--- src/rtl/core/fcem_pkg.sv ---
// ----------------------------------------------------------------------------
// fcem_pkg
// Shared types, widths and constants of the fuel cell energy monitor.
// ----------------------------------------------------------------------------
package fcem_pkg;

  // moving average window
  localparam int unsigned WINDOW = 10;

  // field widths
  localparam int unsigned POWER_W   = 26;
  localparam int unsigned PRODUCT_W = 32;
  localparam int unsigned PCT_W     = 14;
  localparam int unsigned ENERGY_W  = 16;
  localparam int unsigned TIME_W    = 28;
  localparam int unsigned PCT_NUM_W = 30;

  // ring bookkeeping
  localparam int unsigned CNT_W = $clog2(WINDOW + 1);
  localparam int unsigned PTR_W = (WINDOW > 1) ? $clog2(WINDOW) : 1;
  localparam int unsigned SUM_W = POWER_W + CNT_W;

  // serial divider
  localparam int unsigned DIV_NUM_W = 38;
  localparam int unsigned DIV_DEN_W = 26;
  localparam int unsigned DIV_CNT_W = $clog2(DIV_NUM_W + 1);

  // scale factors and limits
  localparam int unsigned POWER_SCALE = 100;
  localparam int unsigned PCT_FULL    = 10000;
  localparam int unsigned MS_PER_HOUR = 3600000;
  localparam int unsigned AVG_MIN_MW  = 1000;
  localparam int unsigned TIME_MAX    = (1 << TIME_W) - 1;

  // reciprocal multipliers, exact for any 32-bit dividend
  localparam logic [31:0] POWER_RECIP  = 32'h51EB851F;
  localparam int unsigned POWER_SHIFT  = 37;
  localparam logic [31:0] ENERGY_RECIP = 32'hD1B71759;
  localparam int unsigned ENERGY_SHIFT = 45;

  // queue between front and back
  localparam int unsigned QUEUE_DEPTH = 2;
  localparam int unsigned QPTR_W      = $clog2(QUEUE_DEPTH);

  // configuration register indexes
  localparam int unsigned CFG_IDX_W = 3;
  typedef enum logic [CFG_IDX_W-1:0] {
    CFG_MAX_ENERGY     = 3'd0,
    CFG_PRESSURE_EMPTY = 3'd1,
    CFG_PRESSURE_FULL  = 3'd2,
    CFG_TEMP_LIMIT     = 3'd3,
    CFG_LOW_VOLTAGE    = 3'd4
  } cfg_idx_e;

  typedef enum logic [1:0] {
    ST_NORMAL      = 2'd0,
    ST_FAULT       = 2'd1,
    ST_HIGH_TEMP   = 2'd2,
    ST_LOW_VOLTAGE = 2'd3
  } status_e;

  typedef enum logic [1:0] {
    PCLASS_EMPTY,
    PCLASS_MID,
    PCLASS_FULL
  } pct_class_e;

  typedef enum logic [3:0] {
    B_IDLE,
    B_PWR,
    B_RING,
    B_AVG,
    B_PCT_GO,
    B_PCT,
    B_ENG_GO,
    B_ENG,
    B_TIM_GO,
    B_TIM,
    B_DONE
  } back_state_e;

  typedef struct packed {
    logic [15:0]        voltage_mv;
    logic [15:0]        current_ca;
    logic [15:0]        pressure_cbar;
    logic signed [11:0] temperature_ddeg;
    logic [31:0]        fault_bits;
  } fcem_in_t;

  typedef struct packed {
    logic [POWER_W-1:0]  power_mw;
    logic [POWER_W-1:0]  avg_power_mw;
    logic [PCT_W-1:0]    percent_x100;
    logic [ENERGY_W-1:0] remaining_energy_wh;
    logic [TIME_W-1:0]   remaining_time_s;
    logic [1:0]          status_code;
    logic                temp_alert;
  } fcem_out_t;

  typedef struct packed {
    logic [15:0]        max_energy_wh;
    logic [15:0]        pressure_empty_cbar;
    logic [15:0]        pressure_full_cbar;
    logic signed [11:0] temp_limit_ddeg;
    logic [15:0]        low_voltage_mv;
  } fcem_cfg_t;

  // classified word handed from front to back
  typedef struct packed {
    logic [PRODUCT_W-1:0] product;
    pct_class_e           pclass;
    logic [15:0]          pdiff;
    status_e              status;
    logic                 hot;
  } fcem_job_t;

  typedef struct packed {
    logic                 start;
    logic [DIV_NUM_W-1:0] num;
    logic [DIV_DEN_W-1:0] den;
  } fcem_div_req_t;

endpackage

--- src/rtl/core/fcem_front.sv ---
// ----------------------------------------------------------------------------
// fcem_front
// Accepts samples, forms the raw power product, status and pressure class.
// ----------------------------------------------------------------------------
module fcem_front import fcem_pkg::*; (
  input  logic      push_i,
  input  fcem_in_t  in_data_i,
  input  fcem_cfg_t cfg_i,
  input  logic      q_full_i,
  output logic      q_push_o,
  output fcem_job_t job_o
);

  logic hot;

  assign q_push_o = push_i && !q_full_i;
  assign hot      = in_data_i.temperature_ddeg > cfg_i.temp_limit_ddeg;

  always_comb begin
    // raw product, scaled down in the back
    job_o.product = {16'd0, in_data_i.voltage_mv} * {16'd0, in_data_i.current_ca};
    job_o.pdiff   = in_data_i.pressure_cbar - cfg_i.pressure_empty_cbar;
    job_o.hot     = hot;

    // pressure class, empty test first
    if (in_data_i.pressure_cbar <= cfg_i.pressure_empty_cbar) begin
      job_o.pclass = PCLASS_EMPTY;
    end else if (in_data_i.pressure_cbar >= cfg_i.pressure_full_cbar) begin
      job_o.pclass = PCLASS_FULL;
    end else begin
      job_o.pclass = PCLASS_MID;
    end

    // prioritized status
    if (in_data_i.fault_bits != '0) begin
      job_o.status = ST_FAULT;
    end else if (hot) begin
      job_o.status = ST_HIGH_TEMP;
    end else if (in_data_i.voltage_mv < cfg_i.low_voltage_mv) begin
      job_o.status = ST_LOW_VOLTAGE;
    end else begin
      job_o.status = ST_NORMAL;
    end
  end

endmodule

--- config.mk ---
export PLATFORM = sky130hd
export DESIGN_NAME = fcem_front
export DESIGN_NICKNAME = d
export VERILOG_FILES = /design/src/rtl/core/fcem_pkg.sv /design/src/rtl/core/fcem_front.sv
export SDC_FILE = /design/constraint.sdc
export NUM_CORES = 1
export LEC_CHECK = 0
export ABC_AREA = 1
export BUFFER_PORTS_ARGS = -buffer_cell sky130_fd_sc_hd__buf_4
export CAP_MARGIN = 10
export CORE_MARGIN = 2
export CORE_UTILIZATION = 28
export DETAILED_ROUTE_END_ITERATION = 16
export SETUP_SLACK_MARGIN = 0.2
export SYNTH_ARGS = -nofsm -noshare
export SYNTH_HDL_FRONTEND = slang
export SYNTH_SLANG_ARGS = --single-unit
--- constraint.sdc ---
create_clock -name vclk -period 6.4
set_input_delay 0.64 -clock vclk [all_inputs]
set_output_delay 0.64 -clock vclk [all_outputs]
set_load 0.02 [all_outputs]
**Word level (Yosys, flattened, before mapping)**

Index checks and enable logic that the tools add are counted.

- Bits in registers: 0
- Output and inout bits: 54
- Input bits: 170

- Reductions and logical operators: 3
- Multiplexer cells: 5
- $add $sub $neg: 1
- Order comparisons: 4
- Multipliers: 1

Operators by type and width:

| kind | count |
|---|---|
| 16-bit by 16-bit multiplier with 32-bit output | 1 |
| 32-bit nonzero test | 1 |
| 16-bit greater-or-equal comparator | 1 |
| 16-bit less-or-equal comparator | 1 |
| 16-bit less-than comparator | 1 |
| 16-bit subtractor | 1 |
| 12-bit > comparator | 1 |
| 2-bit two-way mux | 5 |
| 1-bit logical AND | 1 |
| 1-bit zero test | 1 |

**Logic depth before layout (Yosys ltp)**

- Depth after elaboration: 4
- Depth in mapped cells: 25

**Least setup slack after synthesis**

No wires, ideal clock.

- Path type: in2out
- Start point: input port in_data_i[67] in the netlist's numbering
- End point: output port job_o[40] in the netlist's numbering
- Path buffers: 2
- Arrival time: 5.591 ns
- Slack: 0.169 ns
- Cell stages on the path: 21
- Path through: clkbuf_1 > clkbuf_1 > nand2_1 > fa_1 > inv_1 > fa_1 > inv_1 > fa_1 > inv_1 > fa_1 > fa_1 > inv_1 > fa_1 > inv_1 > ha_1 > nand2_1 > o21ai_0 > nand2_1 > nand2_1 > a21oi_1 > xnor2_1

RTL lines:

| what | RTL line | text |
|---|---|---|
| start, declared | fcem_front.sv:7 | `input fcem_in_t in_data_i,` |
| end, declared | fcem_front.sv:11 | `output fcem_job_t job_o` |

==> results by group <==
Logic synthesis
  • Post-Syn Instances: roughly 1,700
  • Ys Warns: 0
  • Unique cell type count in the Yosys netlist: 31
  • Largest family of logic cells by synthesized area: adder cells
  • Synth Area in Simple Gates: 21.5%
  • Compound-Gate Fraction of Synth Area: 5.17%
  • Seq/Total Area, Yosys: 0%
  • Mux share of post-synthesis cell area: 0%
  • Syn nets: 2,194
  • Xor and xnor area share after synthesis: under 10%
  • Syn Area/Cell: roughly 7 µm²
  • Adder-Cell Fraction of Synth Area: 52.3%
  • Synth Cell Area: 11,400 µm²

Final layout
  • Clock buffers: 0
  • Sequential cells: 0
  • Area of the multi-input gates: 9620 µm²
  • Share of post-route cells with drive strength above 1: a little under a fifth
  • FF+latch area: 0 µm²
  • Synth-to-Final Area Change: 23.9%
  • N_diodes: 0
  • Fill count: 4,208
  • Nets: ~2,400

Route
  • Drt pass-1 iters: 4
  • Vias per Instance: 4.41
  • Vias: 10,400
  • Wire length per cell: 13.4 µm
  • Drt total wl: 31,600 µm
  • DRC errors left: 0
  • ANT nets after route: 0
  • Iter 0 DRT Violations: 396

GRT
  • GRT overflow: 0
  • Initial antenna violation count: 0
  • Largest net degree at the start of global routing: 18
  • Wire length of the first global-routing pass: 50,900 µm
  • Total GRT Usage: 14.8%
  • Vias in the first global route: 10,500

Critical path
  • WP data arrival: 5410 ps
  • Worst setup EP type: output port
  • Crit path required time: 5760 ps
  • Worst Setup Path Type: input port to output port
  • Crit path launch type: input port
  • Worst-path maximum fanout: 12

Flow run
  • MaxCap Viol Count: 0

Placed design
  • Post-detail-place hpwl: 28,400 µm
  • I/O Buffers: between 200 and 250
  • Placer Congestion: between 0.8 and 0.9

STA
  • Max Slew Vio Count: 0
  • Min Hold Slack: 1530 ps
  • Final setup violation count: 0
  • Worst Tran Pin Value: 409 ps
  • Slew Limit Headroom: 72.5%
  • Final Cycle Share: approximately 94%
  • Final hold viol count: 0
  • RSZ-0062 raised after global routing: true
  • Final TNS setup: 0 ps
  • Fmax: 0.165 GHz
  • Final Critical Period: approximately 6000 ps

CTS
  • # hold bufs at CTS: 0

Floorplanning
  • Die Ht: 205 µm
  • Die W: 205 µm
  • Row cnt: 73
  • Starting Density: 28.4%
  • Die footprint: 42,200 µm²
  • Core Footprint: 39,900 µm²
  • I/O Pins: 224

Outcome
  • Status: finished clean

Min path
  • Hold crit path type: input port to output port
  • Hold-critical path depth: 3
-- layer usage --
layer	share of wire, %	vias to the layer above	global-route usage, %
met1	41	4965	18.5
met3	6.0	18	1.82
met4	1.0	0	1.44
li1	-	5141	-
met5	0	-	0
met2	52	287	28.0
-- per-stage QoR --
stage / area [µm²] / instances / utilization, % / setup WS (ps)
detailed placement: 13500 / 2356 / 33.8 / 96.0
global route: 14100 / 2361 / 35.2 / 182
floorplan: 11400 / 1666 / - / 217
finish: 14100 / 2361 / 35.2 / 354
global placement: 13500 / 2356 / 33.8 / 107
CTS: 13500 / 2356 / 33.9 / 191
-- cells in the mapped netlist (3+ instances only) --
cell type	n	area, µm²
a21o_1	6	45.0
a21oi_1	64	320
clkbuf_1	63	236
fa_1	195	3900
ha_1	163	2040
inv_1	507	1900
nand2_1	468	1760
nand2_2	12	75.1
nand3_1	40	200
nand3b_1	3	22.5
nand4_1	13	81.3
nor2_1	50	188
nor2_2	5	31.3
nor3_1	7	35.0
nor4_1	4	25.0
o21ai_0	17	85.1
o21bai_1	7	52.6
xnor2_1	6	52.6
xor2_1	20	175
-- cell usage in the layout, fill, tap and decap left out, types with 12 or more instances in the layout --
| master | instances |
|---|---|
| fa_1 | 193 |
| nor2_1 | 38 |
| ha_1 | 149 |
| a21oi_1 | 49 |
| inv_1 | 504 |
| nand4_1 | 13 |
| buf_6 | 18 |
| nand2_2 | 23 |
| nand3_1 | 38 |
| o21ai_0 | 12 |
| xor2_1 | 19 |
| nand2_1 | 452 |
| a21oi_2 | 15 |
| buf_4 | 210 |
-- layout make-up --
type | count | share of cell area [%]
repair buffers | 235 | 13.4
well taps | 525 | 4.67
multi-input cells | 1093 | 68.4
inverters | 508 | 13.6
-- cell families after synthesis --
kind of cell | after synthesis
adder cells (fa/ha/maj) | 358
buffers and inverters | 573
AND/OR/NAND/NOR | 605
XOR/XNOR | 26
AO/OA/AOI/OAI | 104
-- worst max-delay path, cell delays in order --
cell	delay (ps)
buf_4	180
nand2_1	100
fa_1	540
inv_1	60
fa_1	480
fa_1	580
fa_2	450
fa_1	490
inv_1	50
fa_1	470
inv_1	60
ha_4	310
nand2_2	120
nor2_4	150
nand2_1	70
inv_1	90
a21oi_2	80
xnor2_2	270
buf_4	200
-- final timing paths --
| path | start | end |
|---|---|---|
| hold / removal | q_full_i | q_push_o |
| setup / recovery | in_data_i[85] | job_o[40] |
-- timing repair --
action	CTS	global route
setup endpoints to repair	11	20
cloned	0	0
gates resized for setup	12	121
pin swaps	2	38
setup buffers	0	5
Power is not shown: default switching activity piles up to over one toggle a cycle in this logic, so the estimate is an artifact.
