**src/rtl/core/fcem_pkg.sv**
```systemverilog
// ----------------------------------------------------------------------------
// fcem_pkg
// Shared types, widths and constants of the fuel cell energy monitor.
// ----------------------------------------------------------------------------
package fcem_pkg;

  // moving average window
  localparam int unsigned WINDOW = 10;

  // field widths
  localparam int unsigned POWER_W   = 26;
  localparam int unsigned PRODUCT_W = 32;
  localparam int unsigned PCT_W     = 14;
  localparam int unsigned ENERGY_W  = 16;
  localparam int unsigned TIME_W    = 28;
  localparam int unsigned PCT_NUM_W = 30;

  // ring bookkeeping
  localparam int unsigned CNT_W = $clog2(WINDOW + 1);
  localparam int unsigned PTR_W = (WINDOW > 1) ? $clog2(WINDOW) : 1;
  localparam int unsigned SUM_W = POWER_W + CNT_W;

  // serial divider
  localparam int unsigned DIV_NUM_W = 38;
  localparam int unsigned DIV_DEN_W = 26;
  localparam int unsigned DIV_CNT_W = $clog2(DIV_NUM_W + 1);

  // scale factors and limits
  localparam int unsigned POWER_SCALE = 100;
  localparam int unsigned PCT_FULL    = 10000;
  localparam int unsigned MS_PER_HOUR = 3600000;
  localparam int unsigned AVG_MIN_MW  = 1000;
  localparam int unsigned TIME_MAX    = (1 << TIME_W) - 1;

  // reciprocal multipliers, exact for any 32-bit dividend
  localparam logic [31:0] POWER_RECIP  = 32'h51EB851F;
  localparam int unsigned POWER_SHIFT  = 37;
  localparam logic [31:0] ENERGY_RECIP = 32'hD1B71759;
  localparam int unsigned ENERGY_SHIFT = 45;

  // queue between front and back
  localparam int unsigned QUEUE_DEPTH = 2;
  localparam int unsigned QPTR_W      = $clog2(QUEUE_DEPTH);

  // configuration register indexes
  localparam int unsigned CFG_IDX_W = 3;
  typedef enum logic [CFG_IDX_W-1:0] {
    CFG_MAX_ENERGY     = 3'd0,
    CFG_PRESSURE_EMPTY = 3'd1,
    CFG_PRESSURE_FULL  = 3'd2,
    CFG_TEMP_LIMIT     = 3'd3,
    CFG_LOW_VOLTAGE    = 3'd4
  } cfg_idx_e;

  typedef enum logic [1:0] {
    ST_NORMAL      = 2'd0,
    ST_FAULT       = 2'd1,
    ST_HIGH_TEMP   = 2'd2,
    ST_LOW_VOLTAGE = 2'd3
  } status_e;

  typedef enum logic [1:0] {
    PCLASS_EMPTY,
    PCLASS_MID,
    PCLASS_FULL
  } pct_class_e;

  typedef enum logic [3:0] {
    B_IDLE,
    B_PWR,
    B_RING,
    B_AVG,
    B_PCT_GO,
    B_PCT,
    B_ENG_GO,
    B_ENG,
    B_TIM_GO,
    B_TIM,
    B_DONE
  } back_state_e;

  typedef struct packed {
    logic [15:0]        voltage_mv;
    logic [15:0]        current_ca;
    logic [15:0]        pressure_cbar;
    logic signed [11:0] temperature_ddeg;
    logic [31:0]        fault_bits;
  } fcem_in_t;

  typedef struct packed {
    logic [POWER_W-1:0]  power_mw;
    logic [POWER_W-1:0]  avg_power_mw;
    logic [PCT_W-1:0]    percent_x100;
    logic [ENERGY_W-1:0] remaining_energy_wh;
    logic [TIME_W-1:0]   remaining_time_s;
    logic [1:0]          status_code;
    logic                temp_alert;
  } fcem_out_t;

  typedef struct packed {
    logic [15:0]        max_energy_wh;
    logic [15:0]        pressure_empty_cbar;
    logic [15:0]        pressure_full_cbar;
    logic signed [11:0] temp_limit_ddeg;
    logic [15:0]        low_voltage_mv;
  } fcem_cfg_t;

  // classified word handed from front to back
  typedef struct packed {
    logic [PRODUCT_W-1:0] product;
    pct_class_e           pclass;
    logic [15:0]          pdiff;
    status_e              status;
    logic                 hot;
  } fcem_job_t;

  typedef struct packed {
    logic                 start;
    logic [DIV_NUM_W-1:0] num;
    logic [DIV_DEN_W-1:0] den;
  } fcem_div_req_t;

endpackage

```
**src/rtl/core/fcem_queue.sv**
```systemverilog
// ----------------------------------------------------------------------------
// fcem_queue
// Short queue of classified words between front and back.
// ----------------------------------------------------------------------------
module fcem_queue import fcem_pkg::*; (
  input  logic      clk_i,
  input  logic      rst_ni,
  input  logic      push_i,
  input  fcem_job_t wdata_i,
  output logic      full_o,
  input  logic      pop_i,
  output fcem_job_t rdata_o,
  output logic      empty_o
);

  fcem_job_t           mem_q [QUEUE_DEPTH];
  logic [QPTR_W-1:0]   wptr_q, wptr_d;
  logic [QPTR_W-1:0]   rptr_q, rptr_d;
  logic [QPTR_W:0]     cnt_q, cnt_d;
  logic                do_push, do_pop;

  assign full_o  = (cnt_q == (QPTR_W + 1)'(QUEUE_DEPTH));
  assign empty_o = (cnt_q == '0);
  assign do_push = push_i && !full_o;
  assign do_pop  = pop_i && !empty_o;
  assign rdata_o = mem_q[rptr_q];

  // pointer and fill count update
  always_comb begin
    wptr_d = do_push ? wptr_q + 1'b1 : wptr_q;
    rptr_d = do_pop ? rptr_q + 1'b1 : rptr_q;
    cnt_d  = cnt_q;
    if (do_push && !do_pop) begin
      cnt_d = cnt_q + 1'b1;
    end else if (do_pop && !do_push) begin
      cnt_d = cnt_q - 1'b1;
    end
  end

  always_ff @(posedge clk_i or negedge rst_ni) begin
    if (!rst_ni) begin
      wptr_q <= '0;
      rptr_q <= '0;
      cnt_q  <= '0;
    end else begin
      wptr_q <= wptr_d;
      rptr_q <= rptr_d;
      cnt_q  <= cnt_d;
    end
  end

  // storage
  always_ff @(posedge clk_i) begin
    if (do_push) begin
      mem_q[wptr_q] <= wdata_i;
    end
  end

endmodule

```
**config.mk**
```make
export PLATFORM = sky130hd
export DESIGN_NAME = fcem_queue
export DESIGN_NICKNAME = d
export VERILOG_FILES = /design/src/rtl/core/fcem_pkg.sv /design/src/rtl/core/fcem_queue.sv
export SDC_FILE = /design/constraint.sdc
export NUM_CORES = 1
export LEC_CHECK = 0
export ABC_AREA = 1
export BUFFER_PORTS_ARGS = -buffer_cell sky130_fd_sc_hd__buf_2
export CAP_MARGIN = 20
export CELL_PAD_IN_SITES_DETAIL_PLACEMENT = 1
export CELL_PAD_IN_SITES_GLOBAL_PLACEMENT = 2
export CORE_ASPECT_RATIO = 1.4
export CORE_MARGIN = 10
export CORE_UTILIZATION = 37
export CTS_CLUSTER_SIZE = 40
export DETAILED_ROUTE_END_ITERATION = 16
export GPL_ROUTABILITY_DRIVEN = 0
export PLACE_DENSITY_LB_ADDON = 0.1
export SLEW_MARGIN = 20
export SYNTH_ARGS = -nofsm -noshare
export SYNTH_HDL_FRONTEND = slang
export SYNTH_SLANG_ARGS = --single-unit
```
**constraint.sdc**
```tcl
create_clock -name clk_i -period 5.2 [get_ports clk_i]
set_clock_uncertainty 0.05 [all_clocks]
set_input_delay 0.78 -clock clk_i [delete_from_list [all_inputs] [get_ports clk_i]]
set_output_delay 0.78 -clock clk_i [all_outputs]
set_load 0.005 [all_outputs]
```
### Yosys cells after proc, flatten, opt, wreduce, memory -nomap -nowiden

Memories as Yosys holds them, arrays and structs flattened.
Index checks and enable logic that the tools add are counted.

* flip-flop bits (word level): 4
* memories kept: 1
* input bits: 57
* word-level logic and storage cells: 23
* RAM bits: 106
* output and inout port bits: 55

Memories
* mem_q: depth 2, width 53, rd ports 1, clocked after Yosys merged registers in 0, wr ports 1, line fcem_queue.sv:16 `fcem_job_t mem_q [QUEUE_DEPTH];`

* reduce and logical (&&, ||, !) cells: 10
* multiplexer cells: 4
* $add $sub $neg: 4
* eq/ne operators: 1

Operators by type and width (number)
* 1-bit logical AND: 4
* 1-bit zero test: 4
* 2-bit two-way mux: 2
* 1-bit adder (second input constant): 2
* 2-bit by 1-bit adder with 2-bit output (second input constant): 1
* 2-bit == test (second input constant): 1
* 2-bit zero test: 1
* 1-bit two-way mux: 2
* 2-bit nonzero test: 1
* 2-bit by 1-bit subtractor with 2-bit output (second input constant): 1

### Longest topological paths before layout

Gate-level depths: netlist of the first run.

* depth after elaboration: 7
* mapped depth: 9
* depth with buffers taken out: 9

### Least setup slack after synthesis of the first run

OpenSTA, ideal clock, no wires.

* path type: input-to-reg
* from: in push_i
* to: mem mem_q[1][0] (netlist name) (enable)
* required time: 4.686 ns
* path buffers: 0
* stages: 2
* path slack: 1.608 ns
* setup time: 0.464 ns
* arrival time: 3.078 ns
* path through: o21ai_1 nor2_1

* longest elaborated chain between the ends: 3

RTL lines
* from (decl): line fcem_queue.sv:8 `input logic push_i,`
* 1-bit logical AND: line fcem_queue.sv:24 `assign do_push = push_i && !full_o;`
* 1-bit two-way mux: line fcem_queue.sv:54 `if (do_push) begin`
* 1-bit two-way mux (implied by the code): line fcem_queue.sv:55 `mem_q[wptr_q] <= wdata_i;`
* to (decl): line fcem_queue.sv:16

Every way passes these cells.

==> results.md, run 1 <==
* PwrDens at 544 nW/µm²
* Critical path depth in cells at 4
* DR pass1 iterations at 4
* Syn avg cell area at 13.3 µm²
* CP dominant cell by count: nand2_1
* Routed wire length per instance at approximately 16 µm
* Final nets at about 480
* Total CTS buffers at 9
* Site Rows at between 40 and 50
* Ys Warns at 0
* Clock transition at path regs at ~0.07 ns
* Register bit total from synthesis at 110
* HP Class: input pin to async pin
* WP data required at ~4.4 ns
* Post_cts resized at 0
* Final Critical Period at between 2 and 2.5 ns
* CP Capture Type: primary output
* Vias at around 2,600
* Final Cycle Share at between 40% and 50%
* Layout cells sized above 1 at roughly a third
* Gr ovfl total at 0
* # IOs at between 100 and 150
* Synth Instances at 308
* Initial Utilization at 37.8%
* Root buf cell: clkbuf_16
* H-tree depth at 3
* Initial antenna violation count at 0
* Drt drc at 0
* Mapped cell area at around 4000 µm²
* Critical path type: flop to primary output
* Register area share after synthesis at between 70 and 80%
* RR Startpoint: cnt_q[0]
* Unrepaired setup endpoints after global routing: no
* CTS tree: built
* Final number of max-transition violations at 0
* Worst-path cell chain: buf_4 -> nand2_1 -> nand2_1 -> buf_2
* Crit Path Max Fanout at 54
* Net Count, Synth at between 300 and 400
* Chip height at 145 µm
* Largest net degree at the start of global routing at 55
* Worst slew pin tran at 0.730 ns
* Die Area at 15,800 µm²
* Total Power at ~0.0028 W
* Final TNS setup at 0 ns
* Routed WL at approximately 9300 µm
* Core box area at between 10,000 and 15,000 µm²
* Leak at ~2.2 nW
* Max-cap violation count at 0
* ANT cells at 0
* Delay of the slowest critical-path stage at just under 0.5 ns
* Slew Limit Headroom at between 50 and 60%
* Synthesis-to-layout area growth at 23.9%
* Top delay family on crit path: buffers and inverters
* First-pass GRT wire length at 14,500 µm
* Setup bufs post-CTS at 0
* Initial DRC Count at 81
* Worst skew pair latency at roughly 0.33 ns
* Final Hold Fails at 0
* Number of fillers in the final layout at approximately 1,200
* Die W at approximately 110 µm
* Global-route total usage across every layer at 12.1%
* DP Wirelength at around 6300 µm
* VDD IR-drop max at 0.000341 V
* IO Port Bufs at around 110
* R2r setup slk at slightly above 3 ns
* CTS sink cnt at 110
* Number of global-route vias before repair at between 2,000 and 3,000
* Outcome: finished clean
* CP Launch Point: rptr_q
* CP endpoint: rdata_o[40]
* Yosys cell types at 18
* RR Endpoint: mem_q[1][9]
* Final setup violating endpoints at 0
* Max Freq at between 0.4 and 0.5 GHz
* Post-Route Utilization at a little under half
* Clock Path Buffers at 2
* Worst setup SP type: flop
* Worst reg2reg path depth at 4
* Worst path slowest cell: buf_4
* Antenna viol nets, final at 0
* Vias per cell at ~4.5
* Hold-fix buffers, CTS at 0
* WP buf/inv at 2
* CP arrival at 1.57 ns
worst reg2reg max path, stage by stage (launching register included):
cell	delay [ns]
dfrtp_1	0.49
o21ai_1	0.19
nor2_4	0.51
buf_16	0.24
buf_4	0.30
synth_stat cells (all sizes together):
library cell	n	area share [%]
buf	11	2.2
dfrtp	4	2.4
edfxtp	106	77
ha	1	0.30
inv	8	0.79
nand2	168	15
nand3	1	0.12
nand3b	1	0.18
nand4	1	0.15
nor2	4	0.61
o21ai	2	0.24
xnor2	1	0.21
power breakdown:
| part | leakage [nW] | internal [W] | switching (W) |
|---|---|---|---|
| clock | 0.141 | 0.000368 | 0.000284 |
| combinational | 1.03 | 0.000303 | 0.000552 |
| sequential | 1.03 | 0.00121 | 0.0000566 |
| total | 2.21 | 0.00188 | 0.000892 |
worst min-delay path by stage:
stage	startpoint	to	depth (start not counted)
5_1_grt	rst_ni	rptr_q	1
3_3_place_gp	wptr_q	wptr_q	2
4_1_cts	rst_ni	cnt_q[1]	1
2_1_floorplan	wptr_q	wptr_q	2
6_report	rst_ni	cnt_q[1]	1
3_5_place_dp	wptr_q	wptr_q	2
cells by family (layout without fill, tap and decap cells):
kind of cell / count (synthesis) / after routing / share of synthesized area [%]
adder cells (fa/ha/maj): 1 / 1 / 0.304
AND/OR/NAND/NOR: 175 / 175 / 16.4
XOR/XNOR: 1 / 1 / 0.213
buffers and inverters: 19 / 139 / 2.95
AO/OA/AOI/OAI: 2 / 2 / 0.244
flip-flops: 110 / 110 / 79.9
metal layers:
metal	vias up	global-route usage [%]	share of wire, %
met5	-	0	0
met4	0	4.80	1.1
met3	6	3.72	7.1
met2	69	21.7	53
met1	1228	12.8	38
li1	1261	-	-
sequential cells by signal, summed over array words and instances (netlist names):
signal	flops
mem_q	106
rptr_q	1
wptr_q	1
cnt_q	2
per-stage QoR:
step / area, µm² / setup WS [ns] / instances / hold WS, ns
floorplan: 4110 / 1.61 / 308 / 0.399
global placement: 4780 / 2.51 / 552 / 0.430
detailed placement: 4780 / 2.48 / 552 / 0.433
CTS: 5070 / 2.72 / 568 / 0.183
global route: 5090 / 2.61 / 569 / 0.173
finish: 5090 / 2.80 / 569 / 0.195
placed cells by master, fill, tap and decap left out:
master,count
nand3_1,1
nor2_4,2
dfrtp_1,3
bufinv_16,1
clkbuf_1,1
buf_16,1
nor2_2,1
buf_2,111
inv_1,5
buf_4,3
inv_2,2
nand2_1,168
edfxtp_1,106
nor2_1,1
nand3b_1,1
xnor2_1,1
inv_4,1
clkbuf_16,9
clkinv_1,2
ha_1,1
dfrtp_2,1
clkinv_2,3
nand4_1,1
o21ai_1,2
layout make-up:
class	instances	area (µm²)	share of cell area, %
clock buffers	10	229	4.50
clock inverters	6	52.6	1.03
inverters	8	32.5	0.639
multi-input cells	179	713	14.0
flip-flops and latches	110	3280	64.5
well taps	141	176	3.46
repair buffers	115	606	11.9
Power figures use the tool's default switching activity.
==> run 2, diff against run 1 <==
- CORE_UTILIZATION: 37 -> 31
- clock period: 5.2 -> 2 ns (I/O delays scaled with it)
==> results.md, run 2 (synthesis gave the netlist of run 1 again) <==
* Initial Utilization at 31.8% (-6.1 points)
* Antenna viol nets, final at 0 (unchanged)
* Clock Path Buffers at 2 (unchanged)
* VDD IR-drop max at 0.000687 V (+100%)
* Leak at 2.25 nW (+1.8%)
* Fin worst setup slack at 0.264 ns (-2.54 ns)
* Initial antenna violation count at 2 (+2)
* WP data required at 1.65 ns (-2.72 ns)
* Worst setup SP type: flop
* Die Area at 18,300 µm² (+16%)
* Final nets at 487 (+1.2%)
* Final setup violating endpoints at 0 (unchanged)
* CP Capture Type: primary output
* Post_cts resized at 0 (unchanged)
* Max FFs per register at 106 (unchanged)
* IO Port Bufs at 111 (unchanged)
* Vias at 2,610 (+1.8%)
* Die W at 117 µm (+7.6%)
* HP Class: input pin to flop
* Hold-fix buffers, CTS at 1 (+1)
* Gr ovfl total at 0 (unchanged)
* CTS sink cnt at 110 (unchanged)
* Final cell count without fillers at 613 (+7.7%)
* CP arrival at 1.39 ns (-0.18 ns)
* Number of fillers in the final layout at 1,415 (+20%)
* Number of global-route vias before repair at 2,961 (+2.7%)
* Root buf cell: clkbuf_16
* Hold_ws at 0.0932 ns (-0.102 ns)
* Global-route total usage across every layer at 11.1% (-1.0 points)
* CTS tree: built
* Outcome: finished clean
* Chip height at 156 µm (+8.0%)
* Initial DRC Count at 71 (-12%)
* First-pass GRT wire length at 15,800 µm (+8.8%)
* Most frequent cells in the layout: nand2_1 (168), buf_2 (111), edfxtp_1 (106)
* DR pass1 iterations at 4 (unchanged)
* Site Rows at 49 (+8.9%)
* DP Wirelength at 6930 µm (+10%)
* Final TNS setup at 0 ns (unchanged)
* Synthesis-to-layout area growth at 27.4%
* Unrepaired setup endpoints after global routing: no
* Biggest register: mem_q
* Max-cap violation count at 0 (unchanged)
* Final Hold Fails at 0 (unchanged)
* # IOs at 112 (unchanged)
* Pre-CTS setup slack at 0.472 ns (-2.01 ns)
* Routed wire length per instance at 16.1 µm (-1.2%)
* Post-Place Cells at 595 (+7.8%)
* Slew Limit Headroom at 77.4% (+26 points)
* Setup bufs post-CTS at 0 (unchanged)
* Final number of max-transition violations at 0 (unchanged)
* Commonest non-fill, non-tap cell in the layout: nand2_1
* Final Critical Period at ~1.7 ns
* Top Registers: mem_q: 106 flops, cnt_q: 2 flops
* Vias per cell at 4.26 (-5.5%)
* Crit Path Max Fanout at 19 (-65%)
* H-tree depth at 3 (unchanged)
* Worst slew pin tran at 0.340 ns (-0.391 ns)
* PwrDens at 1430 nW/µm² (+160%)
* Layout cells sized above 1 at 32.3% (+0.72 points)
* Core box area at 12,900 µm² (+19%)
* Drt drc at 0 (unchanged)
* Clock transition at path regs at 0.07 ns (about the same)
* Total CTS buffers at 9 (unchanged)
* Max Freq at ~0.58 GHz
* Final Cycle Share at 86.8%
* Largest net degree at the start of global routing at 41 (-25%)
* Routed WL at 9860 µm (+6.4%)
* Worst skew pair latency at 0.34 ns (about the same)
* Critical path type: flop to primary output
==> run 2: path summary, 6_finish.rpt <==
check,endpoint,slack [ns],start,cells past startpoint
worst max-delay path,rdata_o[48],0.26,rptr_q,5
worst min-delay path,mem_q[1][32],0.09,wdata_i[32],1
worst max register to register,mem_q[0][40],0.48,cnt_q[0],5
worst min register to register,wptr_q,0.44,wptr_q,2
max in group asynchronous,rptr_q,1.51,rst_ni,2
min in group asynchronous,cnt_q[0],0.24,rst_ni,2
==> run 2: power by group <==
| group | internal, W | switching [W] | total [W] |
|---|---|---|---|
| sequential | 0.00314 | 0.000149 | 0.00329 |
| clock | 0.00109 | 0.000754 | 0.00184 |
| combinational | 0.000888 | 0.00148 | 0.00236 |
| total | 0.00512 | 0.00238 | 0.00750 |
==> run 2: through the flow <==
stage	total power [W]	util (%)	cell area, µm²
floorplan	0.00464	-	4120
global placement	0.00579	38.0	4920
detailed placement	0.00585	38.0	4920
CTS	0.00772	40.5	5230
global route	0.00811	40.5	5240
finish	0.00750	40.5	5240
==> run 2: worst max-delay path, cell delays in order, from the launching register on <==
cell and delay (ns):
dfrtp_2 0.43, inv_4 0.16, buf_12 0.18, nand2_1 0.06, nand2_1 0.09, buf_2 0.12
==> run 2: layer usage <==
layer | share of wire (%) | routed length (µm) | GRT usage (%) | vias to the layer above
met5 | 0.071 | 7 | 0 | -
met4 | 1.9 | 187 | 5.26 | 2
met3 | 5.1 | 506 | 3.46 | 14
met2 | 55 | 5460 | 20.7 | 62
met1 | 38 | 3700 | 10.8 | 1262
li1 | - | - | - | 1270
==> run 2: final cells by class <==
cell class | count | area, µm² | share of cell area, %
sequential | 110 | 3280 | 62.7
multi-input combinational | 179 | 713 | 13.6
timing repair buffer | 121 | 671 | 12.8
clock buffer | 11 | 233 | 4.44
tap | 178 | 223 | 4.25
clock inverter | 5 | 73.8 | 1.41
inverter | 8 | 36.3 | 0.693
antenna | 1 | 2.50 | 0.0478
