File: src/rtl/core/fcem_pkg.sv
// ----------------------------------------------------------------------------
// fcem_pkg
// Shared types, widths and constants of the fuel cell energy monitor.
// ----------------------------------------------------------------------------
package fcem_pkg;

  // moving average window
  localparam int unsigned WINDOW = 10;

  // field widths
  localparam int unsigned POWER_W   = 26;
  localparam int unsigned PRODUCT_W = 32;
  localparam int unsigned PCT_W     = 14;
  localparam int unsigned ENERGY_W  = 16;
  localparam int unsigned TIME_W    = 28;
  localparam int unsigned PCT_NUM_W = 30;

  // ring bookkeeping
  localparam int unsigned CNT_W = $clog2(WINDOW + 1);
  localparam int unsigned PTR_W = (WINDOW > 1) ? $clog2(WINDOW) : 1;
  localparam int unsigned SUM_W = POWER_W + CNT_W;

  // serial divider
  localparam int unsigned DIV_NUM_W = 38;
  localparam int unsigned DIV_DEN_W = 26;
  localparam int unsigned DIV_CNT_W = $clog2(DIV_NUM_W + 1);

  // scale factors and limits
  localparam int unsigned POWER_SCALE = 100;
  localparam int unsigned PCT_FULL    = 10000;
  localparam int unsigned MS_PER_HOUR = 3600000;
  localparam int unsigned AVG_MIN_MW  = 1000;
  localparam int unsigned TIME_MAX    = (1 << TIME_W) - 1;

  // reciprocal multipliers, exact for any 32-bit dividend
  localparam logic [31:0] POWER_RECIP  = 32'h51EB851F;
  localparam int unsigned POWER_SHIFT  = 37;
  localparam logic [31:0] ENERGY_RECIP = 32'hD1B71759;
  localparam int unsigned ENERGY_SHIFT = 45;

  // queue between front and back
  localparam int unsigned QUEUE_DEPTH = 2;
  localparam int unsigned QPTR_W      = $clog2(QUEUE_DEPTH);

  // configuration register indexes
  localparam int unsigned CFG_IDX_W = 3;
  typedef enum logic [CFG_IDX_W-1:0] {
    CFG_MAX_ENERGY     = 3'd0,
    CFG_PRESSURE_EMPTY = 3'd1,
    CFG_PRESSURE_FULL  = 3'd2,
    CFG_TEMP_LIMIT     = 3'd3,
    CFG_LOW_VOLTAGE    = 3'd4
  } cfg_idx_e;

  typedef enum logic [1:0] {
    ST_NORMAL      = 2'd0,
    ST_FAULT       = 2'd1,
    ST_HIGH_TEMP   = 2'd2,
    ST_LOW_VOLTAGE = 2'd3
  } status_e;

  typedef enum logic [1:0] {
    PCLASS_EMPTY,
    PCLASS_MID,
    PCLASS_FULL
  } pct_class_e;

  typedef enum logic [3:0] {
    B_IDLE,
    B_PWR,
    B_RING,
    B_AVG,
    B_PCT_GO,
    B_PCT,
    B_ENG_GO,
    B_ENG,
    B_TIM_GO,
    B_TIM,
    B_DONE
  } back_state_e;

  typedef struct packed {
    logic [15:0]        voltage_mv;
    logic [15:0]        current_ca;
    logic [15:0]        pressure_cbar;
    logic signed [11:0] temperature_ddeg;
    logic [31:0]        fault_bits;
  } fcem_in_t;

  typedef struct packed {
    logic [POWER_W-1:0]  power_mw;
    logic [POWER_W-1:0]  avg_power_mw;
    logic [PCT_W-1:0]    percent_x100;
    logic [ENERGY_W-1:0] remaining_energy_wh;
    logic [TIME_W-1:0]   remaining_time_s;
    logic [1:0]          status_code;
    logic                temp_alert;
  } fcem_out_t;

  typedef struct packed {
    logic [15:0]        max_energy_wh;
    logic [15:0]        pressure_empty_cbar;
    logic [15:0]        pressure_full_cbar;
    logic signed [11:0] temp_limit_ddeg;
    logic [15:0]        low_voltage_mv;
  } fcem_cfg_t;

  // classified word handed from front to back
  typedef struct packed {
    logic [PRODUCT_W-1:0] product;
    pct_class_e           pclass;
    logic [15:0]          pdiff;
    status_e              status;
    logic                 hot;
  } fcem_job_t;

  typedef struct packed {
    logic                 start;
    logic [DIV_NUM_W-1:0] num;
    logic [DIV_DEN_W-1:0] den;
  } fcem_div_req_t;

endpackage

File: src/rtl/core/fcem_div.sv
// ----------------------------------------------------------------------------
// fcem_div
// Restoring divider, one quotient bit per cycle, done pulses when finished.
// ----------------------------------------------------------------------------
module fcem_div import fcem_pkg::*; (
  input  logic                 clk_i,
  input  logic                 rst_ni,
  input  fcem_div_req_t        req_i,
  output logic                 done_o,
  output logic [DIV_NUM_W-1:0] quot_o
);

  logic [DIV_CNT_W-1:0] cnt_q, cnt_d;
  logic [DIV_DEN_W-1:0] rem_q, rem_d;
  logic [DIV_NUM_W-1:0] quo_q, quo_d;
  logic [DIV_DEN_W-1:0] den_q, den_d;
  logic                 done_q, done_d;
  logic [DIV_DEN_W:0]   rem_sh;
  logic                 ge;

  // one shift and trial subtract
  assign rem_sh = {rem_q, quo_q[DIV_NUM_W-1]};
  assign ge     = rem_sh >= {1'b0, den_q};

  always_comb begin
    cnt_d  = cnt_q;
    rem_d  = rem_q;
    quo_d  = quo_q;
    den_d  = den_q;
    done_d = 1'b0;
    if (req_i.start) begin
      cnt_d = DIV_CNT_W'(DIV_NUM_W);
      rem_d = '0;
      quo_d = req_i.num;
      den_d = req_i.den;
    end else if (cnt_q != '0) begin
      rem_d  = ge ? DIV_DEN_W'(rem_sh - {1'b0, den_q}) : DIV_DEN_W'(rem_sh);
      quo_d  = {quo_q[DIV_NUM_W-2:0], ge};
      cnt_d  = cnt_q - 1'b1;
      done_d = (cnt_q == DIV_CNT_W'(1));
    end
  end

  // control state
  always_ff @(posedge clk_i or negedge rst_ni) begin
    if (!rst_ni) begin
      cnt_q  <= '0;
      done_q <= 1'b0;
    end else begin
      cnt_q  <= cnt_d;
      done_q <= done_d;
    end
  end

  // datapath
  always_ff @(posedge clk_i) begin
    rem_q <= rem_d;
    quo_q <= quo_d;
    den_q <= den_d;
  end

  assign done_o = done_q;
  assign quot_o = quo_q;

endmodule

File: src/rtl/core/fcem_back.sv
// ----------------------------------------------------------------------------
// fcem_back
// Sequencer: power and energy by reciprocal multiply; ring average, percent
// and remaining time over one shared divider, then the result register.
// ----------------------------------------------------------------------------
module fcem_back import fcem_pkg::*; (
  input  logic      clk_i,
  input  logic      rst_ni,
  input  fcem_cfg_t cfg_i,
  input  logic      q_empty_i,
  input  fcem_job_t q_rdata_i,
  output logic      q_pop_o,
  output logic      empty_o,
  input  logic      pop_i,
  output fcem_out_t out_data_o
);

  back_state_e            state_q, state_d;
  fcem_job_t              job_q, job_d;
  logic [POWER_W-1:0]     power_q, power_d;
  logic [POWER_W-1:0]     avg_q, avg_d;
  logic [PCT_W-1:0]       pct_q, pct_d;
  logic [PCT_NUM_W-1:0]   eng_num_q, eng_num_d;
  logic [ENERGY_W-1:0]    energy_q, energy_d;
  logic [TIME_W-1:0]      time_q, time_d;
  logic [POWER_W-1:0]     ring_q [WINDOW];
  logic [PTR_W-1:0]       ptr_q, ptr_d;
  logic [CNT_W-1:0]       cnt_q, cnt_d;
  logic [SUM_W-1:0]       sum_q, sum_d;
  fcem_out_t              res_q, res_d;
  logic                   res_valid_q, res_valid_d;
  logic                   ring_we;
  logic                   res_free;
  logic                   win_full;
  logic [POWER_W-1:0]     oldest;
  logic [SUM_W-1:0]       sum_new;
  logic [CNT_W-1:0]       cnt_new;
  logic [15:0]            pct_den;
  logic [PCT_NUM_W-1:0]   pct_num;
  logic [PCT_NUM_W-1:0]   eng_num;
  logic [DIV_NUM_W-1:0]   time_num;
  logic [PRODUCT_W+31:0]  pwr_prod;
  logic [PCT_NUM_W+31:0]  eng_prod;
  fcem_div_req_t          div_req;
  logic                   div_done;
  logic [DIV_NUM_W-1:0]   div_quot;

  fcem_div u_div (
    .clk_i  (clk_i),
    .rst_ni (rst_ni),
    .req_i  (div_req),
    .done_o (div_done),
    .quot_o (div_quot)
  );

  // ring sum update, oldest entry leaves once the window is full
  assign win_full = (cnt_q == CNT_W'(WINDOW));
  assign oldest   = win_full ? ring_q[ptr_q] : '0;
  assign sum_new  = sum_q - SUM_W'(oldest) + SUM_W'(power_q);
  assign cnt_new  = win_full ? cnt_q : cnt_q + 1'b1;

  // constant divisions by reciprocal multiply
  assign pwr_prod = {{32{1'b0}}, job_q.product} * {{PRODUCT_W{1'b0}}, POWER_RECIP};
  assign eng_prod = {{32{1'b0}}, eng_num_q} * {{PCT_NUM_W{1'b0}}, ENERGY_RECIP};

  // operands of the later divisions
  assign pct_den  = cfg_i.pressure_full_cbar - cfg_i.pressure_empty_cbar;
  assign pct_num  = PCT_NUM_W'(job_q.pdiff) * PCT_NUM_W'(PCT_FULL);
  assign eng_num  = PCT_NUM_W'(cfg_i.max_energy_wh) * PCT_NUM_W'(pct_q);
  assign time_num = DIV_NUM_W'(energy_q) * DIV_NUM_W'(MS_PER_HOUR);

  assign res_free = !res_valid_q || pop_i;

  // sequencer
  always_comb begin
    state_d     = state_q;
    job_d       = job_q;
    power_d     = power_q;
    avg_d       = avg_q;
    pct_d       = pct_q;
    eng_num_d   = eng_num_q;
    energy_d    = energy_q;
    time_d      = time_q;
    ptr_d       = ptr_q;
    cnt_d       = cnt_q;
    sum_d       = sum_q;
    res_d       = res_q;
    res_valid_d = res_valid_q;
    ring_we     = 1'b0;
    q_pop_o     = 1'b0;
    div_req     = '0;

    if (res_valid_q && pop_i) begin
      res_valid_d = 1'b0;
    end

    unique case (state_q)
      B_IDLE: begin
        if (!q_empty_i) begin
          q_pop_o = 1'b1;
          job_d   = q_rdata_i;
          state_d = B_PWR;
        end
      end
      B_PWR: begin
        power_d = pwr_prod[POWER_SHIFT +: POWER_W];
        state_d = B_RING;
      end
      B_RING: begin
        ring_we       = 1'b1;
        sum_d         = sum_new;
        cnt_d         = cnt_new;
        ptr_d         = (ptr_q == PTR_W'(WINDOW - 1)) ? '0 : ptr_q + 1'b1;
        div_req.start = 1'b1;
        div_req.num   = DIV_NUM_W'(sum_new);
        div_req.den   = DIV_DEN_W'(cnt_new);
        state_d       = B_AVG;
      end
      B_AVG: begin
        if (div_done) begin
          avg_d   = div_quot[POWER_W-1:0];
          state_d = B_PCT_GO;
        end
      end
      B_PCT_GO: begin
        case (job_q.pclass)
          PCLASS_MID: begin
            div_req.start = 1'b1;
            div_req.num   = DIV_NUM_W'(pct_num);
            div_req.den   = DIV_DEN_W'(pct_den);
            state_d       = B_PCT;
          end
          PCLASS_FULL: begin
            pct_d   = PCT_W'(PCT_FULL);
            state_d = B_ENG_GO;
          end
          default: begin
            pct_d   = '0;
            state_d = B_ENG_GO;
          end
        endcase
      end
      B_PCT: begin
        if (div_done) begin
          pct_d   = div_quot[PCT_W-1:0];
          state_d = B_ENG_GO;
        end
      end
      B_ENG_GO: begin
        eng_num_d = eng_num;
        state_d   = B_ENG;
      end
      B_ENG: begin
        energy_d = eng_prod[ENERGY_SHIFT +: ENERGY_W];
        state_d  = B_TIM_GO;
      end
      B_TIM_GO: begin
        if (avg_q <= POWER_W'(AVG_MIN_MW)) begin
          time_d  = '0;
          state_d = B_DONE;
        end else begin
          div_req.start = 1'b1;
          div_req.num   = time_num;
          div_req.den   = DIV_DEN_W'(avg_q);
          state_d       = B_TIM;
        end
      end
      B_TIM: begin
        if (div_done) begin
          if (|div_quot[DIV_NUM_W-1:TIME_W]) begin
            time_d = TIME_W'(TIME_MAX);
          end else begin
            time_d = div_quot[TIME_W-1:0];
          end
          state_d = B_DONE;
        end
      end
      B_DONE: begin
        if (res_free) begin
          res_d.power_mw            = power_q;
          res_d.avg_power_mw        = avg_q;
          res_d.percent_x100        = pct_q;
          res_d.remaining_energy_wh = energy_q;
          res_d.remaining_time_s    = time_q;
          res_d.status_code         = job_q.status;
          res_d.temp_alert          = job_q.hot;
          res_valid_d               = 1'b1;
          state_d                   = B_IDLE;
        end
      end
      default: begin
        state_d = B_IDLE;
      end
    endcase
  end

  // control state
  always_ff @(posedge clk_i or negedge rst_ni) begin
    if (!rst_ni) begin
      state_q     <= B_IDLE;
      ptr_q       <= '0;
      cnt_q       <= '0;
      sum_q       <= '0;
      res_valid_q <= 1'b0;
    end else begin
      state_q     <= state_d;
      ptr_q       <= ptr_d;
      cnt_q       <= cnt_d;
      sum_q       <= sum_d;
      res_valid_q <= res_valid_d;
    end
  end

  // payload registers
  always_ff @(posedge clk_i) begin
    job_q     <= job_d;
    power_q   <= power_d;
    avg_q     <= avg_d;
    pct_q     <= pct_d;
    eng_num_q <= eng_num_d;
    energy_q  <= energy_d;
    time_q    <= time_d;
    res_q     <= res_d;
    if (ring_we) begin
      ring_q[ptr_q] <= power_q;
    end
  end

  assign empty_o    = !res_valid_q;
  assign out_data_o = res_q;

endmodule

File: config.mk
export PLATFORM = sky130hd
export DESIGN_NAME = fcem_back
export DESIGN_NICKNAME = d
export VERILOG_FILES = /design/src/rtl/core/fcem_pkg.sv /design/src/rtl/core/fcem_div.sv /design/src/rtl/core/fcem_back.sv
export SDC_FILE = /design/constraint.sdc
export NUM_CORES = 2
export LEC_CHECK = 0
export BUFFER_PORTS_ARGS = -buffer_cell sky130_fd_sc_hd__buf_4
export CAP_MARGIN = 25
export CELL_PAD_IN_SITES_DETAIL_PLACEMENT = 1
export CELL_PAD_IN_SITES_GLOBAL_PLACEMENT = 1
export CORE_MARGIN = 10
export CORE_UTILIZATION = 31
export DETAILED_ROUTE_END_ITERATION = 6
export GPL_ROUTABILITY_DRIVEN = 0
export PLACE_DENSITY_LB_ADDON = 0.2
export RECOVER_POWER = 25
export SLEW_MARGIN = 20
export SYNTH_ARGS = -nofsm -noshare
export SYNTH_HDL_FRONTEND = slang
export SYNTH_HIERARCHICAL = 1
export SYNTH_SLANG_ARGS = --single-unit
File: constraint.sdc
create_clock -name clk_i -period 12.8 [get_ports clk_i]
set_input_delay 2.56 -clock clk_i [delete_from_list [all_inputs] [get_ports clk_i]]
set_output_delay 2.56 -clock clk_i [all_outputs]
set_load 0.005 [all_outputs]
# Yosys cells after proc, flatten, opt, wreduce, memory -nomap -nowiden
# Memory sizes are Yosys's and may differ from the RTL's.
# Index checks and enable logic that the tools add are counted.
[totals]
ram_bits = 260
elab_cells = 117
output_inout_bits = 115
mem_count = 1
reg_bits = 446
in_bits = 133
[op_classes]
n_eq_ne = 22
n_mux = 36
n_mul = 5
order_cmp = 2
add_sub_neg = 7
reduce_logical = 15
bitwise = 1
[mem_list]
columns = ["name", "depth", "width", "read_ports", "rd_ports_with_merged_regs", "write_ports", "line", "rtl"]
rows = [
  ["ring_q", 10, 26, 1, 0, 1, "fcem_back.sv:26", "logic [POWER_W-1:0] ring_q [WINDOW];"],
]
[op_table]
columns = ["op", "count"]
rows = [
  ["65-bit one-hot mux with 3 select lines", 1],
  ["65-bit two-way mux", 2],
  ["28-bit two-way mux", 3],
  ["38-bit two-way mux", 2],
  ["32-bit by 31-bit multiplier with 63-bit output (second input constant)", 1],
  ["30-bit by 32-bit multiplier with 61-bit output (second input constant)", 1],
  ["14-bit one-hot mux with 2 select lines", 2],
  ["28-bit one-hot mux with 2 select lines", 1],
  ["26-bit two-way mux", 2],
  ["4-bit one-hot mux with 11 select lines", 1],
  ["16-bit by 15-bit multiplier with 31-bit output (second input constant)", 1],
  ["30-bit by 26-bit adder with 30-bit output", 1],
  ["16-bit by 14-bit multiplier with 30-bit output", 1],
  ["30-bit by 26-bit subtractor with 30-bit output", 1],
  ["4-bit two-way mux", 7],
  ["27-bit by 26-bit >= comparator with 1-bit output", 1],
  ["26-bit by 10-bit less-or-equal comparator with 1-bit output (second input constant)", 1],
  ["16-bit by 10-bit multiplier with 26-bit output (second input constant)", 1],
  ["26-bit subtractor", 1],
  ["4-bit == test (second input constant)", 5],
  ["4-bit by 3-bit == test with 1-bit output (second input constant)", 4],
  ["16-bit subtractor", 1],
  ["14-bit two-way mux", 1],
  ["6-bit two-way mux", 2],
  ["22 further kinds", 44],
]

# Longest topological paths before layout
[depth]
word_depth = 6
mapped_depth = 27

# Modules after synthesis
# The synthesis kept the hierarchy.
[by_module_without_submodules]
columns = ["mod", "n_inst", "cells_per_inst", "area_each_um2"]
rows = [
  ["fcem_back", 1, 6251, 71935.2],
  ["fcem_div", 1, 489, 5318.9],
]

# Worst setup path after synthesis
# No wires, ideal clock.
[synth_path]
kind = "input port to flip-flop"
startpoint = "input port pop_i"
endpoint = "register res_q (netlist bit out_data_o[0]) (enable)"
setup_time_ns = 0.723
stages = 2
slack_ns = 1.852
arrival_time_ns = 10.225
path_cell_list = "nor2_1 -> nor3_1"
[synth_between]
elab_chain_cells = 2
[synth_rtl]
columns = ["element", "line", "rtl"]
rows = [
  ["start: declaration", "fcem_back.sv:14", "input logic pop_i,"],
  ["1-bit logical OR", "fcem_back.sv:72", "assign res_free = !res_valid_q || pop_i;"],
  ["2-bit AND reduction (no source line)", "--", ""],
  ["end signal: assignment", "fcem_back.sv:223", "res_q <= res_d;"],
  ["end: declaration", "fcem_back.sv:30", "fcem_out_t res_q, res_d;"],
]
# No other way between the ends.
# A chain may end at the register's enable or synchronous reset.

# Final worst setup path
[layout_path]
startpoint = "register eng_num_q[14]"
endpoint = "register energy_q[15] (data pin)"
[layout_between]
elab_chain_cells = 1
[layout_rtl]
columns = ["element", "line", "rtl"]
rows = [
  ["start: declaration", "fcem_back.sv:23", "logic [PCT_NUM_W-1:0] eng_num_q, eng_num_d;"],
  ["start signal: assignment", "fcem_back.sv:220", "eng_num_q <= eng_num_d;"],
  ["30-bit by 32-bit multiplier with 61-bit output", "fcem_back.sv:64", "assign eng_prod = {{32{1'b0}}, eng_num_q} * {{PCT_NUM_W{1'b0}}, ENERGY_RECIP};"],
  ["net eng_prod[60]", "fcem_back.sv:43", "logic [PCT_NUM_W+31:0] eng_prod;"],
  ["end signal: assignment", "fcem_back.sv:221", "energy_q <= energy_d;"],
  ["end: declaration", "fcem_back.sv:24", "logic [ENERGY_W-1:0] energy_q, energy_d;"],
]
# The timed path passes the listed nets, and every way through them passes these cells.

==> flow_summary.json <==
{
  "status": "completed",
  "cts.sinks": 706,
  "slew_headroom_pct": 22.71,
  "synthFlopType": "edfxtp_1",
  "setup.worst_path.end_class": "flip-flop",
  "synth_compound_area_share_pct": 6.812,
  "wl_met3_mm": 5.936,
  "ff_latch_area_mm2": 0.02070,
  "setup_viol": 0,
  "hpwl_mm": 189.6,
  "syn-num-nets": 9105,
  "timing.hold.ws_ns": 0.4089,
  "fillCellCount": 27290,
  "setup.worst_path.class": "reg2reg",
  "first_pass_iters": 5,
  "post-route-drc-count": 0,
  "grt_pass1_wl_mm": 351.9,
  "wl_mm": 229.1,
  "yosysUniqueCellTypes": 91,
  "drive_gt1_share_pct": 7.984,
  "post_cts_resized": 0,
  "synthCells": 6740,
  "cts_hold_buf": 0,
  "fin_crit_ns": 8.783,
  "post_cts_buffers": 0,
  "clock_latency_ns": 0.76,
  "start_kind": "flip-flop",
  "fmax_ghz": 0.1139,
  "fin_cells": 10400,
  "rsz0062_at_grt": "false",
  "htreeDepth": 3,
  "ys_warn_count": 6,
  "final_common_cell": "inv_1",
  "clkTransAtPathRegs_ns": 0.05,
  "min_path_type": "reg2reg",
  "routed_via_density": 4.675,
  "portBuffers": 219,
  "drt_iter0_drc": 2369,
  "clockBufferDepth": 3,
  "cp_max_fo": 9,
  "synth_fa_ha_area_share_pct": 47.25,
  "syn_area_mm2": 0.07725,
  "final_cell_mix": "inv_1, fa_1, ha_1",
  "area_growth_pct": 11.75,
  "wl_per_cell_um": 22.04,
  "synth-seq-area-share_pct": 26.78,
  "synth-simple-area-share_pct": 5.518,
  "vias": 48600,
  "die_w_um": 519.2,
  "fin_crit_sh_pct": 68.62,
  "detail-route-antenna-nets": 0,
  "wl_met2_mm": 114.1,
  "fp.dieH_um": 519.2,
  "synth-edff-count": 630,
  "cts_made_buffers": 92,
  "synthXorXnorAreaFrac_pct": 2.007,
  "highest_layer": "met4",
  "finClkSkew_ns": 0.06036,
  "wl_met1_mm": 103.9,
  "ioPinCount": 248,
  "die-area_mm2": 0.2696,
  "required_ns": 13.29,
  "core_mm2": 0.2482,
  "synthArstFlopShare_pct": 7.082,
  "start_util_pct": 31.13,
  "rows": 183,
  "cts-root-buf": "clkbuf_16",
  "avgSynthCellArea_um2": 11.46,
  "first_global_vias": 55470,
  "setup_tns_ns": 0,
  "grt_max_degree": 74,
  "grt_usage_pct": 17.01,
  "final_net_count": 9354,
  "max_cap_violations": 0,
  "dp_cells": 10220,
  "worstMarginPinSlew_ns": 1.159,
  "drv_slew": 0,
  "overflow": 0,
  "crit_arrival_ns": 9.27,
  "synth-seq-cells": 706,
  "synth_top_family_by_area": "adder cells",
  "multi_input_area_mm2": 0.04976,
  "antenna_found_initial": 7,
  "cts_tree": "done",
  "hold_violations": 0,
  "synthMuxAreaShare_pct": 2.687
}
==> area by class of cell <==
type                    count  share of cell area (%)
multi-input cells        4203                   57.64
repair buffers            271                   2.370
clock inverters            67                   1.014
clock buffers             102                   2.722
diodes                      1                0.002899
inverters                1715                   7.456
flip-flops and latches    706                   23.97
well taps                3330                   4.826
==> sequential cells by signal, summed over array words and instances, names as in the netlist <==
| signal | count |
|---|---|
| power_q | 26 |
| avg_q | 26 |
| u_div/quot_o | 38 |
| out_data_o | 113 |
| pct_q | 14 |
| state_q | 4 |
| ring_q | 260 |
| res_valid_q | 1 |
| cnt_q | 4 |
| job_q | 53 |
| time_q | 28 |
| ptr_q | 4 |
| eng_num_q | 30 |
| u_div/cnt_q | 6 |
| sum_q | 30 |
| energy_q | 16 |
| u_div/den_q | 26 |
| u_div/rem_q | 26 |
| u_div/done_o | 1 |
==> cells by family (layout without fill, tap and decap cells) <==
| kind of cell | Yosys count | in the layout |
|---|---|---|
| AND/OR/NAND/NOR | 874 | 874 |
| AO/OA/AOI/OAI | 783 | 783 |
| XOR/XNOR | 177 | 177 |
| other | 0 | 1 |
| buffers and inverters | 1831 | 2155 |
| flip-flops | 706 | 706 |
| multiplexers | 137 | 137 |
| adder cells (fa/ha/maj) | 2232 | 2232 |
==> worst paths after layout <==
| check | start | endpoint | slack (ns) | depth (start not counted) |
|---|---|---|---|---|
| worst max-delay path | eng_num_q[14]$_DFFE_PP_ | energy_q[15]$_DFFE_PP_ | 4.02 | 24 |
| worst min-delay path | time_q[13]$_SDFFCE_PP0P_ | out_data_o[16]$_DFFE_PP_ | 0.41 | 0 |
| worst max register to register | eng_num_q[14]$_DFFE_PP_ | energy_q[15]$_DFFE_PP_ | 4.02 | 24 |
| worst min register to register | time_q[13]$_SDFFCE_PP0P_ | out_data_o[16]$_DFFE_PP_ | 0.41 | 0 |
| max in group asynchronous | rst_ni | ptr_q[0]$_DFFE_PN0P_ | 10.28 | 1 |
| min in group asynchronous | rst_ni | sum_q[18]$_DFFE_PN0P_ | 1.89 | 1 |
==> metrics by stage <==
stage	utilization (%)	instance area, um2	worst slack [ns]
finish	34.78	86330	4.017
global route	34.78	86330	3.619
CTS	34.78	86320	3.970
detailed placement	33.48	83090	3.702
global placement	33.48	83090	3.701
floorplan	-	77250	1.852
==> cells in the mapped netlist, types with 15 or more instances <==
library cell | count | area, um2
a211oi_1 | 74 | 555.5
dfrtp_1 | 50 | 1251
a31oi_1 | 20 | 125.1
nand2b_1 | 33 | 206.5
a21oi_1 | 180 | 900.9
mux4_2 | 52 | 1171
nand3_1 | 51 | 255.2
nand2_1 | 311 | 1167
a21o_1 | 133 | 998.5
nor2_1 | 145 | 544.3
o21bai_1 | 21 | 157.7
nor2b_1 | 56 | 350.3
edfxtp_1 | 630 | 18920
nand4_1 | 19 | 118.9
xor2_1 | 58 | 508.0
o221ai_1 | 18 | 157.7
ha_1 | 1090 | 13640
and3_1 | 22 | 137.6
inv_1 | 1715 | 6437
clkbuf_1 | 96 | 360.4
xnor2_1 | 119 | 1042
mux2i_1 | 42 | 420.4
and2_1 | 126 | 788.3
nor3_1 | 48 | 240.2
o21a_1 | 55 | 412.9
mux2_2 | 43 | 484.2
o21ai_0 | 139 | 695.7
o211ai_1 | 15 | 112.6
fa_1 | 1142 | 22860
dfxtp_1 | 26 | 520.5
==> layer usage <==
metal,vias to the layer above,track usage (%)
met5,-,0
met2,609,29.72
met3,177,1.704
li1,22380,-
met4,0,3.714
met1,25430,22.75
==> critical path: stages, from the launching register on <==
cell and delay (ns):
edfxtp_1 0.82, ha_1 0.56, inv_1 0.22, fa_1 0.57, inv_1 0.06, fa_1 0.43, fa_1 0.54, inv_1 0.05
fa_1 0.56, inv_1 0.06, fa_1 0.38, fa_1 0.52, inv_1 0.06, fa_1 0.50, inv_1 0.04, ha_1 0.36
a21o_1 0.21, a21o_1 0.17, a21oi_1 0.31, o211ai_1 0.27, a211oi_1 0.75, o21a_1 0.36, o311ai_0 0.24, a31oi_1 0.25
xnor2_1 0.22
Power is left out: the tool's default activity adds up to more than one toggle a clock period on the data nets, which glitch-free logic cannot reach.
